$ cat config.mk
export PLATFORM = sky130hd
export DESIGN_NAME = bccf_mul
export DESIGN_NICKNAME = d
export VERILOG_FILES = /design/src/sv/bccf_pkg.sv /design/src/sv/bccf_mul.sv
export SDC_FILE = /design/constraint.sdc
export NUM_CORES = 2
export LEC_CHECK = 0
export ABC_AREA = 1
export ABC_CLOCK_PERIOD_IN_PS = 10650
export BUFFER_PORTS_ARGS = -buffer_cell sky130_fd_sc_hd__buf_2
export CAP_MARGIN = 25
export CELL_PAD_IN_SITES_DETAIL_PLACEMENT = 1
export CELL_PAD_IN_SITES_GLOBAL_PLACEMENT = 1
export CORE_MARGIN = 4
export CORE_UTILIZATION = 35
export CTS_BUF_LIST = sky130_fd_sc_hd__clkbuf_8
export DETAILED_ROUTE_END_ITERATION = 6
export GPL_TIMING_DRIVEN = 0
export HOLD_SLACK_MARGIN = 0.08
export PLACE_DENSITY = 0.74
export SYNTH_ARGS = -nofsm -noshare
export SYNTH_HDL_FRONTEND = slang
export SYNTH_SLANG_ARGS = --single-unit
$ cat constraint.sdc
create_clock -name i_clk -period 10.65 [get_ports i_clk]
set_clock_uncertainty 0.1 [all_clocks]
set_input_delay 3.195 -clock i_clk [delete_from_list [all_inputs] [get_ports i_clk]]
set_output_delay 3.195 -clock i_clk [all_outputs]
set_load 0.03 [all_outputs]
$ cat src/sv/bccf_pkg.sv
`timescale 1ns / 1ps

package bccf_pkg;

    localparam logic [1:0] ST_OK   = 2'd0;
    localparam logic [1:0] ST_DEGN = 2'd1;
    localparam logic [1:0] ST_SAT  = 2'd2;

    localparam logic CFG_BEAM_X = 1'b0;
    localparam logic CFG_BEAM_Y = 1'b1;

    localparam int CW_MAX = 32;

endpackage

$ cat src/sv/bccf_mul.sv
`timescale 1ns / 1ps

// Signed multiplier split into two partial products over the lower and upper
// halves of the wide operand. The partial products are registered in the
// first stage and summed into the registered product in the second.
module bccf_mul
    import bccf_pkg::*;
#(
    parameter int AW = 48,
    parameter int BW = 24,
    parameter int PW = AW + BW
) (
    input  logic                 i_clk,
    input  logic signed [AW-1:0] i_a,
    input  logic signed [BW-1:0] i_b,
    output logic signed [PW-1:0] o_p
);

    localparam int LW  = (AW + 1) / 2;
    localparam int HW  = AW - LW;
    localparam int LPW = LW + 1 + BW;
    localparam int HPW = HW + BW;

    logic signed [LPW-1:0] r_lo;
    logic signed [HPW-1:0] r_hi;
    logic signed [PW-1:0]  r_p;

    always_ff @(posedge i_clk) begin
        r_lo <= LPW'(signed'({1'b0, i_a[LW-1:0]})) * LPW'(i_b);
        r_hi <= HPW'(signed'(i_a[AW-1:LW])) * HPW'(i_b);
        r_p  <= (PW'(r_hi) <<< LW) + PW'(r_lo);
    end

    assign o_p = r_p;

endmodule

==> results_dict.tcl <==
set metrics [dict create \
    post_cts_buffers 0 \
    syn_nets 8235 \
    pin_count 145 \
    fin_crit_ns 10.38 \
    gp_congestion 0.986 \
    cts_buffer_depth 3 \
    routed_wl_um 208000 \
    cts_tree "done" \
    wl_per_cell_um 23.6 \
    netlist_top_cells_area "fa_1 (43%), inv_1 (15%), nand2_1 (14%), ha_1 (9.5%), dfxtp_1 (6.7%)" \
    htreeDepth 4 \
    synth_cell_types 39 \
    rsz0062_at_grt "no" \
    ant_nets 0 \
    ys_seq_area_frac 0.0672 \
    grt_pass1_vias 48900 \
    firstDrtPassIters 5 \
    post-route-drc-count 0 \
    cp.arrival_ns 10.73 \
    cts_buffers 25 \
    synth_cells 6689 \
    overflow 0 \
    cts_root_buf "clkbuf_8" \
    design.die.area_um2 150000 \
    crit_path_end_kind "flop" \
    ys.flop_type "dfxtp_1" \
    final_common_cell "inv_1" \
    postCtsHoldBufs 0 \
    drt-initial-drc-count 3521 \
    synth_edf_count 0 \
    syn_to_final_growth_pct 8.31 \
    hp-class "flop to flop" \
    drive_above_1_share 0.0389 \
    via_count 44200 \
    setup_viol 0 \
    setup_ws_ns 0.270 \
    track_usage 0.277 \
    yosysWarnings 0 \
    fill_cells 17900 \
    yosysTopAreaCell "fa_1" \
    worst_pin_slew_ns 1.21 \
    drv_cap 0 \
    clkTransAtPathRegs_ns 0.11 \
    die_h_um 387 \
    slew_headroom 0.190 \
    vias_per_cell 5.03 \
    crit_type "input port to flop" \
    cts.sinks 169 \
    fin_nets 8429 \
    coreArea_um2 142000 \
    worstPathMaxFanout 10 \
    grt_first_pass_wirelength_um 308000 \
    hold_violations 0 \
    synth_top_area_share 0.433 \
    critPathLaunchType "input port" \
    rows 138 \
    netlist_area_um2 50300 \
    grt_max_degree 24 \
    period_share 0.975 \
    clock_latency_ns 0.57 \
    initial_core_util 0.354 \
    io_buffer_count 121 \
    slew_viol_final 0 \
    postSynthAreaPerCell_um2 7.53 \
    synthArstFlopShare 0 \
    synth_seq_cells 169 \
    hpwl_um 182000 \
    die_x_um 387 \
    max_clock_freq_ghz 0.0963 \
    worst-endpoint-required_ns 11.00 \
    finalNonFillerCells 8786 \
    final_cell_mix "inv_1 (2031), nand2_1 (1911), fa_1 (1090)" \
    antenna_found_initial 15 \
    placedCellCount 8744 \
    post-place-ws_ns -0.995 \
    status "completed" \
]
-- registers in the layout, summed over array words and instances, names as in the netlist --
| signal | cells |
|---|---|
| r_lo | 49 |
| o_p | 72 |
| r_hi | 48 |
-- worst max-delay path: stages --
cell and delay, ns:
buf_1 0.75, clkbuf_2 0.62, nand2_1 0.18, fa_1 0.69, inv_1 0.15, fa_1 0.96
fa_1 0.57, inv_1 0.13, fa_1 0.44, fa_1 0.49, inv_1 0.05, fa_1 0.50
fa_1 0.46, ha_1 0.45, inv_1 0.15, nor3_1 0.27, nand2_1 0.12, nor2_1 0.15
nand3_1 0.14, nand4_1 0.13, nand2_1 0.11
-- repair_timing --
item / 4_1_cts / 5_1_grt
resized for setup: 3 / 15
endpoints found under the setup margin: 11 / 11
pin swaps: 0 / 0
-- layout make-up --
cell class | count | area [µm²] | share of cell area
well taps | 1890 | 2360 | 0.0434
multi-input cells | 4269 | 38500 | 0.706
inverters | 2032 | 7630 | 0.140
plain buffers | 218 | 845 | 0.0155
flip-flops and latches | 169 | 3380 | 0.0620
clock buffers | 25 | 344 | 0.00631
repair buffers | 168 | 1380 | 0.0253
clock inverters | 5 | 52.6 | 0.000964
diodes | 10 | 25.0 | 0.000459
-- path summary, 6_finish.rpt --
kind,slack [ns],startpoint,end,cells after the start
max,0.27,i_b[11],r_hi[46],21
min,0.22,r_lo[19],o_p[19],0
max reg2reg,8.13,r_lo[48],o_p[62],10
min reg2reg,0.22,r_lo[19],o_p[19],0
-- cells by family after synthesis --
group           count (synthesis)  synth area share
fa+ha+maj                    1473             0.529
compound gates                291            0.0307
flops                         169            0.0672
buf+inv                      2251             0.168
xor+xnor                       86            0.0150
simple gates                 2419             0.191
-- Yosys cell counts, drive strengths merged, types with 24 or more instances --
cell type  number
clkbuf        179
o21ai         100
buf            40
nor3           24
nand3         142
inv          2032
dfxtp         169
nand4          49
nand2        1931
ha            383
a21oi         165
fa           1090
xor2           75
nor2          246
-- stage by stage --
stage,hold slack (ns),TNS (ns),utilization,instance area [µm²]
global route,0.234,0,0.383,54500
detailed placement,0.213,-12.63,0.380,54100
floorplan,0.210,0,-,50300
finish,0.218,0,0.383,54500
global placement,0.211,-17.14,0.375,53300
CTS,0.225,0,0.383,54500
-- routing by layer --
layer	routed length, µm	vias to the layer above	global-route usage
met2	90500	1832	0.433
met3	19500	432	0.0635
li1	-	19200	-
met5	41	-	0
met1	86200	22700	0.367
met4	11300	6	0.126
Power is not shown: default switching activity piles up to over one toggle a cycle in this logic, so the estimate is an artifact.
